**config.mk**
```make
export PLATFORM = sky130hd
export DESIGN_NAME = scsi_initiator_phase_sequencer_core_flat
export DESIGN_NICKNAME = d
export VERILOG_FILES = /design/src/hdl/sips_pkg.sv /design/src/hdl/sips_ifs.sv /design/src/hdl/scsi_initiator_phase_sequencer_core.sv /design/src/flat_wrapper.sv
export SDC_FILE = /design/constraint.sdc
export NUM_CORES = 2
export LEC_CHECK = 0
export BUFFER_PORTS_ARGS = -buffer_cell sky130_fd_sc_hd__buf_2
export CAP_MARGIN = 10
export CORE_UTILIZATION = 29
export DETAILED_ROUTE_END_ITERATION = 16
export GPL_TIMING_DRIVEN = 0
export PLACE_DENSITY = 0.5
export SLEW_MARGIN = 20
export SYNTH_ARGS = -nofsm -noshare
export SYNTH_HDL_FRONTEND = slang
export SYNTH_SLANG_ARGS = --single-unit
```
**constraint.sdc**
```tcl
create_clock -name i_clk -period 13.6 [get_ports i_clk]
set_clock_uncertainty 0.15 [all_clocks]
set_input_delay 1.36 -clock i_clk [delete_from_list [all_inputs] [get_ports i_clk]]
set_output_delay 1.36 -clock i_clk [all_outputs]
set_load 0.02 [all_outputs]
```
**src/hdl/sips_pkg.sv**
```systemverilog
// Shared types and constants for the SCSI initiator phase sequencer.
// No dependencies; compiled first.
package sips_pkg;

    // Store geometry
    localparam int CDB_DEPTH = 16;
    localparam int OUT_DEPTH = 128;
    localparam int CDB_AW    = $clog2(CDB_DEPTH);
    localparam int OUT_AW    = $clog2(OUT_DEPTH);

    // Field widths fixed by the bus and the item layout
    localparam int POS_W = 7;
    localparam int CNT_W = 20;
    localparam logic [POS_W-1:0] POS_MAX = '1;

    // Register reset values
    localparam logic [2:0]       TARGET_ID_RST = 3'd0;
    localparam logic [CNT_W-1:0] BUSY_TMO_RST  = 20'd100000;
    localparam logic [7:0]       SETTLE_RST    = 8'd60;
    localparam logic [15:0]      RECOVERY_RST  = 16'd4000;

    // Initiator bit of the selection ID pattern
    localparam logic [7:0] INIT_ID_BIT = 8'h80;

    typedef enum logic [1:0] {
        CMD_TICK     = 2'd0,
        CMD_LOAD_CDB = 2'd1,
        CMD_LOAD_OUT = 2'd2,
        CMD_START    = 2'd3
    } t_cmd;

    typedef enum logic [1:0] {
        CFG_TARGET_ID    = 2'd0,
        CFG_BUSY_TIMEOUT = 2'd1,
        CFG_SETTLE       = 2'd2,
        CFG_RECOVERY     = 2'd3
    } t_cfg_idx;

    // Phase codes
    localparam logic [2:0] PH_DATA_OUT = 3'd0;
    localparam logic [2:0] PH_DATA_IN  = 3'd1;
    localparam logic [2:0] PH_COMMAND  = 3'd2;
    localparam logic [2:0] PH_STATUS   = 3'd3;
    localparam logic [2:0] PH_MSG_IN   = 3'd7;

    // Received byte kinds
    localparam logic [1:0] RX_DATA   = 2'd0;
    localparam logic [1:0] RX_STATUS = 2'd1;
    localparam logic [1:0] RX_MSG    = 2'd2;

    // Error codes
    localparam logic [1:0] ERR_NONE      = 2'd0;
    localparam logic [1:0] ERR_BUS_BUSY  = 2'd1;
    localparam logic [1:0] ERR_NO_SELECT = 2'd2;

    typedef struct packed {
        logic [1:0]       command;
        logic [POS_W-1:0] load_index;
        logic [7:0]       load_byte;
        logic             bus_busy;
        logic             bus_req;
        logic             bus_msg;
        logic             bus_cd;
        logic             bus_io;
        logic             phase_match;
        logic [7:0]       bus_data_in;
    } t_in_item;

    typedef struct packed {
        logic [7:0]       data_drive;
        logic             drive_enable;
        logic             assert_sel;
        logic             assert_ack;
        logic [2:0]       target_phase;
        logic             rx_valid;
        logic [1:0]       rx_kind;
        logic [POS_W-1:0] rx_index;
        logic [7:0]       rx_byte;
        logic             done_res;
        logic [1:0]       error_code;
    } t_out_item;

    typedef struct packed {
        logic [1:0]       index;
        logic [CNT_W-1:0] wdata;
    } t_cfg_word;

endpackage

```
**src/hdl/sips_ifs.sv**
```systemverilog
// Valid/ready channel interfaces: input words, result words, register writes.
// Depends on sips_pkg.
interface sips_in_if;
    logic               valid;
    logic               ready;
    sips_pkg::t_in_item data;
    modport source (output valid, output data, input ready);
    modport sink   (input valid, input data, output ready);
endinterface

interface sips_out_if;
    logic                valid;
    logic                ready;
    sips_pkg::t_out_item data;
    modport source (output valid, output data, input ready);
    modport sink   (input valid, input data, output ready);
endinterface

interface sips_cfg_if;
    logic                valid;
    logic                ready;
    sips_pkg::t_cfg_word data;
    modport source (output valid, output data, input ready);
    modport sink   (input valid, input data, output ready);
endinterface

```
**src/hdl/scsi_initiator_phase_sequencer_core.sv**
```systemverilog
// SCSI initiator phase sequencer: selection, phase decode, REQ/ACK transfer.
// Depends on sips_pkg and the channel interfaces in sips_ifs.sv.
//
//  channel  | dir | word                      | taken when
//  ---------+-----+---------------------------+------------------------
//  i_cfg    | in  | register index, wdata     | valid (ready tied high)
//  i_in     | in  | command, load, bus sample | valid & ready
//  o_out    | out | bus drive, rx byte, done  | valid & ready
//
// One word in per cycle unless the output stalls, one result per word. A
// result goes via stage 1 to the output register; stage 0 runs the
// sequencer and issues the store read, stage 1 gets the registered read data.
// Reset is synchronous; the store valid bits clear in the same cycle, so no
// clearing pass is needed. A stalled output holds stage 1 and then i_in.
module scsi_initiator_phase_sequencer_core (
    input  logic       i_clk,
    input  logic       i_rst_n,
    sips_cfg_if.sink   i_cfg,
    sips_in_if.sink    i_in,
    sips_out_if.source o_out
);
    import sips_pkg::*;

    typedef enum logic [3:0] {
        ST_IDLE, ST_BUSWAIT, ST_ARB, ST_SELWAIT, ST_SELHOLD,
        ST_SELPOST, ST_DECODE, ST_XFER, ST_ACKW, ST_RECOV
    } t_state;

    // which source fills data_drive once the store read returns
    typedef enum logic [1:0] {DRV_NONE, DRV_ID, DRV_CDB, DRV_OUT} t_drv_sel;

    typedef struct packed {
        t_out_item item;   // data_drive carries the ID pattern
        t_drv_sel  drv_sel;
    } t_s1;

    // ---------------------------------------------------------------
    // Registers
    // ---------------------------------------------------------------
    logic [2:0]       r_target_id;
    logic [CNT_W-1:0] r_busy_tmo;
    logic [7:0]       r_settle;
    logic [15:0]      r_recovery;

    t_state           r_state,  n_state;
    logic [CNT_W-1:0] r_cnt,    n_cnt;
    logic [POS_W-1:0] r_pos,    n_pos;
    logic [2:0]       r_phase,  n_phase;

    logic             r_s1_vld;
    t_s1              r_s1,     n_s1;
    logic             r_o_vld;
    t_out_item        r_o,      n_o;

    // Stores, their valid bits and registered read ports
    logic [7:0]           cdb_mem [CDB_DEPTH];
    logic [7:0]           out_mem [OUT_DEPTH];
    logic [CDB_DEPTH-1:0] r_cdb_vld;
    logic [OUT_DEPTH-1:0] r_out_vld;
    logic [7:0]           r_cdb_q, r_out_q, r_fwd_byte;
    logic                 r_cdb_qv, r_out_qv, r_cdb_fwd, r_out_fwd;

    // ---------------------------------------------------------------
    // Handshake
    // ---------------------------------------------------------------
    logic o_free, s1_adv, in_rdy, in_acc;

    assign o_free   = !r_o_vld || o_out.ready;
    assign s1_adv   = r_s1_vld && o_free;
    assign in_rdy   = !r_s1_vld || o_free;
    assign in_acc   = i_in.valid && in_rdy;

    assign i_in.ready  = in_rdy;
    assign i_cfg.ready = 1'b1;
    assign o_out.valid = r_o_vld;
    assign o_out.data  = r_o;

    // ---------------------------------------------------------------
    // Stage 0: sequencer step
    // ---------------------------------------------------------------
    t_cmd             cmd;
    logic [CNT_W-1:0] limit, cnt_inc;
    logic             cnt_over;
    logic             cdb_wr, out_wr;
    logic [CDB_AW-1:0] cdb_waddr, cdb_raddr;
    logic [OUT_AW-1:0] out_waddr, out_raddr;

    assign cmd     = t_cmd'(i_in.data.command);
    assign cnt_inc = r_cnt + 1'b1;

    // delay limit for whichever counted wait the state is in
    always_comb begin
        case (r_state)
            ST_BUSWAIT, ST_SELWAIT:        limit = r_busy_tmo;
            ST_ARB, ST_SELHOLD, ST_SELPOST: limit = CNT_W'(r_settle);
            ST_RECOV:                      limit = CNT_W'(r_recovery);
            default:                       limit = '0;
        endcase
    end
    assign cnt_over = r_cnt >= limit;

    always_comb begin
        logic is_out;
        n_state = r_state;
        n_cnt   = r_cnt;
        n_pos   = r_pos;
        n_phase = r_phase;
        n_s1    = '0;
        is_out  = (r_phase == PH_DATA_OUT) || (r_phase == PH_COMMAND);

        case (cmd)
            CMD_LOAD_CDB, CMD_LOAD_OUT: begin
                // store write only, sequencer holds
            end
            CMD_START: begin
                if (r_state == ST_IDLE) begin
                    n_state = ST_BUSWAIT;
                    n_cnt   = '0;
                end
            end
            CMD_TICK: begin
                case (r_state)
                    ST_IDLE: begin
                    end
                    ST_BUSWAIT: begin
                        if (i_in.data.bus_busy) begin
                            if (cnt_over) begin
                                n_s1.item.done_res   = 1'b1;
                                n_s1.item.error_code = ERR_BUS_BUSY;
                                n_state = ST_IDLE;
                            end else begin
                                n_cnt = cnt_inc;
                            end
                        end else begin
                            n_state = ST_ARB;
                            n_cnt   = '0;
                        end
                    end
                    ST_ARB, ST_SELHOLD, ST_SELPOST: begin
                        if (cnt_over) begin
                            n_cnt = '0;
                            case (r_state)
                                ST_ARB:     n_state = ST_SELWAIT;
                                ST_SELHOLD: n_state = ST_SELPOST;
                                default:    n_state = ST_DECODE;
                            endcase
                        end else begin
                            n_cnt = cnt_inc;
                        end
                    end
                    ST_SELWAIT: begin
                        if (i_in.data.bus_busy) begin
                            n_state = ST_SELHOLD;
                            n_cnt   = '0;
                        end else if (cnt_over) begin
                            n_s1.item.done_res   = 1'b1;
                            n_s1.item.error_code = ERR_NO_SELECT;
                            n_state = ST_IDLE;
                        end else begin
                            n_cnt = cnt_inc;
                        end
                    end
                    ST_DECODE: begin
                        if (!i_in.data.bus_busy) begin
                            n_s1.item.done_res = 1'b1;
                            n_state = ST_IDLE;
                        end else if (i_in.data.bus_req || !i_in.data.phase_match) begin
                            // message-out: nothing taken, decode again
                            if (!(i_in.data.bus_cd && i_in.data.bus_msg && !i_in.data.bus_io))
                            begin
                                if (i_in.data.bus_cd) begin
                                    if (i_in.data.bus_msg)  n_phase = PH_MSG_IN;
                                    else if (i_in.data.bus_io) n_phase = PH_STATUS;
                                    else                    n_phase = PH_COMMAND;
                                end else begin
                                    n_phase = i_in.data.bus_io ? PH_DATA_IN : PH_DATA_OUT;
                                end
                                n_pos   = '0;
                                n_state = ST_XFER;
                            end
                        end
                    end
                    ST_XFER: begin
                        if (!i_in.data.phase_match || !i_in.data.bus_busy) begin
                            n_state = ST_DECODE;
                        end else if (i_in.data.bus_req) begin
                            if (!is_out) begin
                                n_s1.item.rx_valid = 1'b1;
                                n_s1.item.rx_index = r_pos;
                                n_s1.item.rx_byte  = i_in.data.bus_data_in;
                                if (r_phase == PH_DATA_IN)     n_s1.item.rx_kind = RX_DATA;
                                else if (r_phase == PH_STATUS) n_s1.item.rx_kind = RX_STATUS;
                                else                           n_s1.item.rx_kind = RX_MSG;
                            end
                            n_state = ST_ACKW;
                        end
                    end
                    ST_ACKW: begin
                        // BSY loss releases ACK like a dropped REQ
                        if (!i_in.data.bus_req || !i_in.data.bus_busy) begin
                            n_state = ST_RECOV;
                            n_cnt   = '0;
                            if (r_pos < POS_MAX) n_pos = r_pos + 1'b1;
                        end
                    end
                    ST_RECOV: begin
                        if (cnt_over) n_state = ST_XFER;
                        else          n_cnt = cnt_inc;
                    end
                    default: n_state = ST_IDLE;
                endcase
            end
            default: begin
            end
        endcase

        // bus outputs follow the state after the step
        n_s1.drv_sel = DRV_NONE;
        if (n_state inside {ST_ARB, ST_SELWAIT, ST_SELHOLD, ST_SELPOST}) begin
            n_s1.drv_sel           = DRV_ID;
            n_s1.item.data_drive   = INIT_ID_BIT | (8'd1 << r_target_id);
            n_s1.item.drive_enable = 1'b1;
            n_s1.item.assert_sel   = (n_state == ST_SELWAIT) || (n_state == ST_SELHOLD);
        end else if (n_state inside {ST_XFER, ST_ACKW, ST_RECOV}) begin
            n_s1.item.target_phase = n_phase;
            n_s1.item.assert_ack   = (n_state == ST_ACKW);
            if (n_state != ST_RECOV) begin
                if (n_phase == PH_COMMAND) begin
                    n_s1.item.drive_enable = 1'b1;
                    // past the CDB store the bus is driven with zero
                    if (int'(n_pos) < CDB_DEPTH) n_s1.drv_sel = DRV_CDB;
                end else if (n_phase == PH_DATA_OUT) begin
                    n_s1.item.drive_enable = 1'b1;
                    if (int'(n_pos) < OUT_DEPTH) n_s1.drv_sel = DRV_OUT;
                end
            end
        end
    end

    // store write and read ports
    assign cdb_wr    = in_acc && (cmd == CMD_LOAD_CDB)
                       && (int'(i_in.data.load_index) < CDB_DEPTH);
    assign out_wr    = in_acc && (cmd == CMD_LOAD_OUT)
                       && (int'(i_in.data.load_index) < OUT_DEPTH);
    assign cdb_waddr = CDB_AW'(i_in.data.load_index);
    assign out_waddr = OUT_AW'(i_in.data.load_index);
    assign cdb_raddr = CDB_AW'(n_pos);
    assign out_raddr = OUT_AW'(n_pos);

    // ---------------------------------------------------------------
    // Stage 1: merge store data into the result word
    // ---------------------------------------------------------------
    always_comb begin
        logic [7:0] cdb_byte, out_byte;
        cdb_byte = r_cdb_fwd ? r_fwd_byte : (r_cdb_qv ? r_cdb_q : 8'd0);
        out_byte = r_out_fwd ? r_fwd_byte : (r_out_qv ? r_out_q : 8'd0);
        n_o = r_s1.item;
        case (r_s1.drv_sel)
            DRV_ID:  n_o.data_drive = r_s1.item.data_drive;
            DRV_CDB: n_o.data_drive = cdb_byte;
            DRV_OUT: n_o.data_drive = out_byte;
            default: n_o.data_drive = 8'd0;
        endcase
    end

    // ---------------------------------------------------------------
    // Sequencer state, configuration and pipeline registers
    // ---------------------------------------------------------------
    always_ff @(posedge i_clk) begin
        if (!i_rst_n) begin
            r_target_id <= TARGET_ID_RST;
            r_busy_tmo  <= BUSY_TMO_RST;
            r_settle    <= SETTLE_RST;
            r_recovery  <= RECOVERY_RST;
            r_state     <= ST_IDLE;
            r_cnt       <= '0;
            r_pos       <= '0;
            r_phase     <= PH_DATA_OUT;
            r_s1_vld    <= 1'b0;
            r_o_vld     <= 1'b0;
        end else begin
            if (i_cfg.valid) begin
                case (t_cfg_idx'(i_cfg.data.index))
                    CFG_TARGET_ID:    r_target_id <= i_cfg.data.wdata[2:0];
                    CFG_BUSY_TIMEOUT: r_busy_tmo  <= i_cfg.data.wdata;
                    CFG_SETTLE:       r_settle    <= i_cfg.data.wdata[7:0];
                    CFG_RECOVERY:     r_recovery  <= i_cfg.data.wdata[15:0];
                    default: begin
                    end
                endcase
            end
            if (in_acc) begin
                r_state <= n_state;
                r_cnt   <= n_cnt;
                r_pos   <= n_pos;
                r_phase <= n_phase;
                r_s1    <= n_s1;
            end
            if (in_rdy) r_s1_vld <= in_acc;
            if (o_free) r_o_vld  <= r_s1_vld;
            if (s1_adv) r_o      <= n_o;
        end
    end

    // Store valid bits: an entry never loaded reads as zero
    always_ff @(posedge i_clk) begin
        if (!i_rst_n) begin
            r_cdb_vld <= '0;
            r_out_vld <= '0;
        end else begin
            if (cdb_wr) r_cdb_vld[cdb_waddr] <= 1'b1;
            if (out_wr) r_out_vld[out_waddr] <= 1'b1;
        end
    end

    // Store arrays; the read port sees old data on a same-entry write,
    // so the load byte is forwarded instead
    always_ff @(posedge i_clk) begin
        if (cdb_wr) cdb_mem[cdb_waddr] <= i_in.data.load_byte;
        if (out_wr) out_mem[out_waddr] <= i_in.data.load_byte;
        if (in_acc) begin
            r_cdb_q    <= cdb_mem[cdb_raddr];
            r_out_q    <= out_mem[out_raddr];
            r_cdb_qv   <= r_cdb_vld[cdb_raddr];
            r_out_qv   <= r_out_vld[out_raddr];
            r_cdb_fwd  <= cdb_wr && (cdb_waddr == cdb_raddr);
            r_out_fwd  <= out_wr && (out_waddr == out_raddr);
            r_fwd_byte <= i_in.data.load_byte;
        end
    end

`ifndef SYNTHESIS
    // SEL is only raised while the ID pattern is on the bus
    a_sel_drives: assert property (@(posedge i_clk) disable iff (!i_rst_n)
        o_out.valid && o_out.data.assert_sel |-> o_out.data.drive_enable)
        else $error("SEL asserted without data bus drive");

    // an error code only comes with the end of a transaction
    a_err_done: assert property (@(posedge i_clk) disable iff (!i_rst_n)
        o_out.valid && (o_out.data.error_code != ERR_NONE) |-> o_out.data.done_res)
        else $error("error code outside transaction end");

    // a received byte is acknowledged, never driven back
    a_rx_ack: assert property (@(posedge i_clk) disable iff (!i_rst_n)
        o_out.valid && o_out.data.rx_valid |->
            o_out.data.assert_ack && !o_out.data.drive_enable)
        else $error("received byte without ACK or with bus drive");

    // every taken word occupies stage 1 on the next cycle
    a_s1_fill: assert property (@(posedge i_clk) disable iff (!i_rst_n)
        in_acc |=> r_s1_vld)
        else $error("accepted word lost before stage 1");
`endif

endmodule
```
**src/flat_wrapper.sv**
```systemverilog
// flat-port wrapper written by rule: the top's interface ports become plain ports
module scsi_initiator_phase_sequencer_core_flat import sips_pkg::*;
  (i_clk, i_rst_n, i_cfg_valid, i_cfg_data, i_cfg_ready, i_in_valid, i_in_data, i_in_ready, o_out_valid, o_out_data, o_out_ready);
  sips_cfg_if i_cfg_i ();
  sips_in_if i_in_i ();
  sips_out_if o_out_i ();
  input  logic i_clk;
  input  logic i_rst_n;
  input wire logic [$bits(i_cfg_i.valid)-1:0] i_cfg_valid;
  input wire logic [$bits(i_cfg_i.data)-1:0] i_cfg_data;
  output wire logic [$bits(i_cfg_i.ready)-1:0] i_cfg_ready;
  input wire logic [$bits(i_in_i.valid)-1:0] i_in_valid;
  input wire logic [$bits(i_in_i.data)-1:0] i_in_data;
  output wire logic [$bits(i_in_i.ready)-1:0] i_in_ready;
  output wire logic [$bits(o_out_i.valid)-1:0] o_out_valid;
  output wire logic [$bits(o_out_i.data)-1:0] o_out_data;
  input wire logic [$bits(o_out_i.ready)-1:0] o_out_ready;
  assign i_cfg_i.valid = i_cfg_valid;
  assign i_cfg_i.data = i_cfg_data;
  assign i_cfg_ready = i_cfg_i.ready;
  assign i_in_i.valid = i_in_valid;
  assign i_in_i.data = i_in_data;
  assign i_in_ready = i_in_i.ready;
  assign o_out_valid = o_out_i.valid;
  assign o_out_data = o_out_i.data;
  assign o_out_i.ready = o_out_ready;
  scsi_initiator_phase_sequencer_core u_core (.i_clk(i_clk), .i_rst_n(i_rst_n), .i_cfg(i_cfg_i), .i_in(i_in_i), .o_out(o_out_i));
endmodule
```
## Yosys cells after proc, flatten, opt, wreduce, memory -nomap -nowiden

Memory sizes are Yosys's and may differ from the RTL's. A register that Yosys moved wholly into a read port is not among the register bits.
Index checks and enable logic that the tools add are counted.

| cells by class | value |
|---|---|
| shift-type cells | 1 |
| bitwise gates (word level) | 7 |
| $mul | 0 |
| reductions and logical operators | 46 |
| divide/modulo/power cells | 0 |
| multiplexer cells | 77 |
| equal/unequal tests | 35 |
| add/subtract/negate cells | 2 |
| $lt $le $gt $ge | 10 |

Operators by type and width:

| cell | number |
|---|---|
| 128-bit OR | 1 |
| 20-bit 2-to-1 mux | 6 |
| 20-bit one-hot mux with 5 select lines | 1 |
| 20-bit one-hot mux with 3 select lines | 1 |
| 4-bit 2-to-1 mux | 12 |
| 7-bit 2-to-1 mux | 6 |
| 8-bit 2-to-1 mux | 5 |
| 20-bit one-hot mux with 2 select lines | 1 |
| 3-bit 2-to-1 mux | 11 |
| 4-bit one-hot mux with 8 select lines | 1 |
| 4-bit by 3-bit equality test with 1-bit output, second input constant | 7 |
| 8-bit one-hot mux with 3 select lines | 1 |
| 20-bit by 1-bit adder with 20-bit output, second input constant | 1 |
| 20-bit greater-or-equal comparator | 1 |
| 18-bit 2-to-1 mux | 1 |
| 1-bit 2-to-1 mux | 17 |
| 4-bit by 2-bit equality test with 1-bit output, second input constant | 4 |
| 4-bit equality test, second input constant | 4 |
| 7-bit by 8-bit less-than comparator with 1-bit output, second input constant | 2 |
| 16-bit OR | 1 |
| 7-bit by 5-bit less-than comparator with 1-bit output, second input constant | 2 |
| 7-bit one-hot mux with 2 select lines | 1 |
| 2-bit equality test, second input constant | 6 |
| 2-bit AND reduction | 6 |
| 41 further kinds | 79 |

| word-level totals | value |
|---|---|
| memories | 2 |
| input port bits | 58 |
| flip-flop bits (word level) | 311 |
| latch bits | 0 |
| bits in read-only memories | 0 |
| bits in writable memories | 1152 |

Memories:

| memory | words | bits a word | read ports | clocked after memory_dff | write ports | line | text |
|---|---|---|---|---|---|---|---|
| u_core.out_mem | 128 | 8 | 1 | 1 | 1 | scsi_initiator_phase_sequencer_core.sv:57 | `logic [7:0] out_mem [OUT_DEPTH];` |
| u_core.cdb_mem | 16 | 8 | 1 | 1 | 1 | scsi_initiator_phase_sequencer_core.sv:56 | `logic [7:0] cdb_mem [CDB_DEPTH];` |

## Longest topological paths before layout

| depth | value |
|---|---|
| depth after elaboration | 13 |
| mapped depth | 20 |
| mapped depth without buffers | 17 |

## Least setup slack after synthesis

No wires, ideal clock.

| timing path | value |
|---|---|
| kind | input -> register |
| start point | input o_out_ready |
| end point | register u_core.r_s1 (netlist bit u_core.n_o[0]) (enable) |
| buffers on the path | 2 |
| stages | 7 |
| library setup time | 398 ps |
| arrival | 4098 ps |
| required time | 13052 ps |
| slack | 8954 ps |
| cells stage by stage | nor2b_1 > nand2_1 > nand2_1 > inv_1 > clkbuf_1 > buf_1 > and2_1 |

| on the way | value |
|---|---|
| longest elaborated chain between the ends | 4 |

Ends and longest elaborated chain:

| element | line | text |
|---|---|---|
| from (decl) | flat_wrapper.sv:17 | `input wire logic [$bits(o_out_i.ready)-1:0] o_out_ready;` |
| 1-bit logical OR | scsi_initiator_phase_sequencer_core.sv:68 | `assign o_free = !r_o_vld \|\| o_out.ready;` |
| 1-bit logical OR | scsi_initiator_phase_sequencer_core.sv:70 | `assign in_rdy = !r_s1_vld \|\| o_free;` |
| net i_in_ready | flat_wrapper.sv:14 | `output wire logic [$bits(i_in_i.ready)-1:0] i_in_ready;` |
| 1-bit logical AND | scsi_initiator_phase_sequencer_core.sv:71 | `assign in_acc = i_in.valid && in_rdy;` |
| net u_core.in_acc | scsi_initiator_phase_sequencer_core.sv:66 | `logic o_free, s1_adv, in_rdy, in_acc;` |
| 2-bit AND reduction (no line) | n/a |  |
| to (signal assigned) | scsi_initiator_phase_sequencer_core.sv:297 | `r_s1 <= n_s1;` |
| to (decl) | scsi_initiator_phase_sequencer_core.sv:51 | `t_s1 r_s1, n_s1;` |

The timed path passes the listed nets, and every way through them passes these cells.
A chain may end at the register's enable or synchronous reset.

## Worst setup path in the final report

| timing path | value |
|---|---|
| start point | input i_in_data[30] |
| end point | register u_core.r_out_q[5], read port of u_core.out_mem (data pin) |

| on the way | value |
|---|---|
| longest elaborated chain between the ends | 2 |

Ends and longest elaborated chain:

| element | line | text |
|---|---|---|
| from (decl) | flat_wrapper.sv:13 | `input wire logic [$bits(i_in_i.data)-1:0] i_in_data;` |
| 2-bit logical NOT | scsi_initiator_phase_sequencer_core.sv:111 | `case (cmd)` |
| 7-bit 2-to-1 mux | scsi_initiator_phase_sequencer_core.sv:111 |  |
| to (decl) | scsi_initiator_phase_sequencer_core.sv:60 | `logic [7:0] r_cdb_q, r_out_q, r_fwd_byte;` |

No other way between the ends.

==> summary.md <==
| Metric | Value |
|---|---|
| Run status | finished clean |
| Tcrit/Tclk final | 0.501 |
| CTS Root Cell | clkbuf_16 |
| Share of layout cells above drive strength 1 | 0.110 |
| CTS tree | done |
| Pre-CTS worst setup slack | about 6400 ps |
| Clk buf depth | 3 |
| Hold Crit Class | flip-flop to flip-flop |
| Vias per cell | 5.28 |
| Area growth from synthesis to layout | 15.5% |
| Full die area | 210000 um2 |
| Crit Path Class | primary input to flip-flop |
| PnR worst setup slack | 6780 ps |
| Synth async-reset ratio | 0 |
| Max Transition Viols Final | 0 |
| Routed WL per cell | 26.9 um |
| Number of enable flip-flop cells after synthesis | 1252 |
| CTS H-Tree Depth | 4 |
| Most frequent cells in the layout | 1252 x edfxtp_1, 1241 x nand2_1, 663 x nand3_1, 227 x dfxtp_1, 216 x buf_2 |
| Syn Inst Count | between 4000 and 5000 |
| WP data arrival | slightly above 7000 ps |
| Max-Cap Viols | 0 |
| Flops & latches, synth | around 1500 |
| Design Area, Final | 69700 um2 |
| Starting density of the core | 0.292 |
| IO Pins | 96 |
| Die Y | 458 um |
| CP peak stage delay | 930 ps |
| Main synth FF type | edfxtp_1 |
| Largest net degree at the start of global routing | 98 |
| Yosys warning total | 0 |
| Drc violations | 0 |
| Nets | 5323 |
| Remaining antenna violation count | 0 |
| Post-CTS Repair Setup Buffers | 0 |
| TNS Setup | 0 ps |
| DRT Wirelength | approximately 220000 um |
| Hold path depth | 0 |
| Vias in the first global route | a little over 40000 |
| Worst setup EP type | flip-flop |
| First-pass GRT wire length | 303000 um |
| R2r startpoint | u_core.r_state[3] |
| Total CTS buffers | 158 |
| CP max stage cell | nor3_1 |
| Sequential area share after synthesis | 0.699 |
| CTS sink cnt | ~1500 |
| Total grt overflow | 0 |
| Die width | 458 um |
| Worst-Margin Slew | 1280 ps |
| Crit Path Max Fanout | 10 |
| Crit path from | i_in_data[30] |
| Dpl hpwl | 150000 um |
| Setup violators final | 0 |
| P_leak | 23.9 nW |
| Startpoint types | primary input |
| Final design utilization | 0.337 |
| Crit-path cells | buf_2 -> inv_1 -> ha_1 -> nand4b_1 -> and3b_1 -> a21oi_1 -> buf_2 -> a21oi_1 -> nand2_1 -> nor2_1 -> buf_2 -> and3_1 -> nor4_1 -> a31o_1 -> nor3_1 |
| Placed Area | 64600 um2 |
| Final hold vios | 0 |
| Cell Area, Synth | 60300 um2 |
| FMAX | 147 MHz |
| Min Tclk post-route | 6820 ps |
| Synth cell types | 93 |
| VDD IR max | 130 uV |
| GR Util All Layers | 0.203 |
| Data required time of the worst path | 13880 ps |
| Mapped Nets | just over 5000 |
| Drt initial violations | about 5400 |
| Commonest non-fill, non-tap cell in the layout | edfxtp_1 |
| Initial antenna violation count | 19 |
| 1st-pass router iterations | 8 |
| Gpl congestion | 0.963 |
| Post-CTS Hold Fix Bufs | 0 |
| Worst reg-to-reg path cell count | 13 |
| Hold Crit Start | u_core.n_o[4] |
| Core area | 207000 um2 |
| RSZ-0062 raised after global routing | no |
| Slew headroom | 0.143 |
| # rows | ~170 |
| CTS clk-pin slew, worst paths | 60 ps |
| Mean post-synth cell area | 12.1 um2 |
| Gates resized, CTS repair | 0 |
| Via count | 42600 |
| Most used cell along the critical path | buf_2 |
| Pwr per Cell Area | 143 nW/um2 |
| IO Port Bufs | 88 |
| Worst skew pair latency | 810 ps |
| Hold WS | 268 ps |
## registers in the layout (all words and copies together) (netlist names), 3 cells and up
register / flops
u_core.r_state: 4
u_core.r_settle: 8
u_core.r_out_q: 8
u_core.cdb_mem: 128
u_core.r_target_id: 3
u_core.r_recovery: 16
u_core.r_out_vld: 128
u_core.r_pos: 7
u_core.r_s1: 10
u_core.r_cdb_q: 8
u_core.r_cnt: 20
u_core.o_out.data: 35
u_core.r_busy_tmo: 20
u_core.r_cdb_vld: 16
u_core.r_phase: 3
u_core.n_o: 27
u_core.out_mem: 1024
u_core.r_fwd_byte: 8
## synthesized netlist by cell type (8+ instances only)
master        n  area (um2)
edfxtp_1   1252       37600
nand2_1    1241        4660
nand3_1     663        3320
nor2_1      235         882
dfxtp_1     227        4540
o21a_1      158        1190
buf_2       133         666
a21oi_1     126         631
clkbuf_1    116         435
mux2i_1     112        1120
nand4_1      54         338
o21ai_0      40         200
a31oi_1      38         238
buf_4        36         270
a21boi_0     34         255
nor3_1       34         170
and3_1       31         194
inv_1        30         113
a32oi_1      28         245
ha_1         27         338
and2_1       26         163
buf_1        21        78.8
a22oi_1      18         135
xnor2_1      17         149
nor2b_1      15        93.8
a21o_1       13        97.6
o2111ai_1    13         114
nor4_1       12        75.1
o211ai_1     12        90.1
o21ai_1      12        60.1
nand2b_1     11        68.8
o22ai_1      11        68.8
xor2_1       11        96.3
a22o_1        9        78.8
o211a_1       9        90.1
a222oi_1      8        80.1
## report_power, final
part | total [W] | switching [W] | internal (W)
combinational | 0.000752 | 0.000579 | 0.000172
sequential | 0.00496 | 0.0000124 | 0.00494
clock | 0.00423 | 0.00185 | 0.00238
## final timing paths
check / slack [ps] / endpoint
max reg2reg: 7270 / u_core.r_out_q[5]
min reg2reg: 270 / u_core.o_out.data[4]
min: 270 / u_core.o_out.data[4]
max: 6780 / u_core.r_out_q[5]
## worst max-delay path: cells and delay by family
kind                     cells  cell delay [ps]
AND/OR/NAND/NOR              7             3330
AO/OA/AOI/OAI                3             1140
buffers and inverters        4              980
adder cells (fa/ha/maj)      1              250
## metal layers
layer  track usage  share of wire
met1         0.279           0.42
met2         0.309           0.44
met3        0.0412          0.091
met4        0.0855          0.043
met5             0        0.00031
## cells by family (layout without fill, tap and decap cells)
logic type | after synthesis | count (layout) | synth area share
mux | 119 | 119 | 0.0201
simple gates | 2385 | 2385 | 0.175
compound gates | 599 | 599 | 0.0700
fa+ha+maj | 27 | 27 | 0.00560
other cells | 1 | 3 | 0.0000622
buf+inv | 339 | 731 | 0.0264
xor+xnor | 28 | 28 | 0.00407
flops | 1479 | 1479 | 0.699
## through the flow
step | cells | power (W)
after floorplan | 4977 | 0.00539
after global placement | 7769 | 0.00577
after detailed placement | 7782 | 0.00578
after CTS | 8073 | 0.00996
after global routing | 8073 | 0.0102
final | 8075 | 0.00993
## final cells by class
| cell class | count | area, um2 |
|---|---|---|
| inverters | 30 | 113 |
| well taps | 2704 | 3380 |
| fillers | 20600 | 137000 |
| plain buffers | 309 | 1490 |
| repair buffers | 101 | 822 |
| multi-input cells | 3159 | 16700 |
| diodes | 2 | 5.00 |
| clock inverters | 62 | 534 |
| flip-flops and latches | 1479 | 42100 |
| clock buffers | 229 | 4450 |
(Power assumes the default switching activity.)
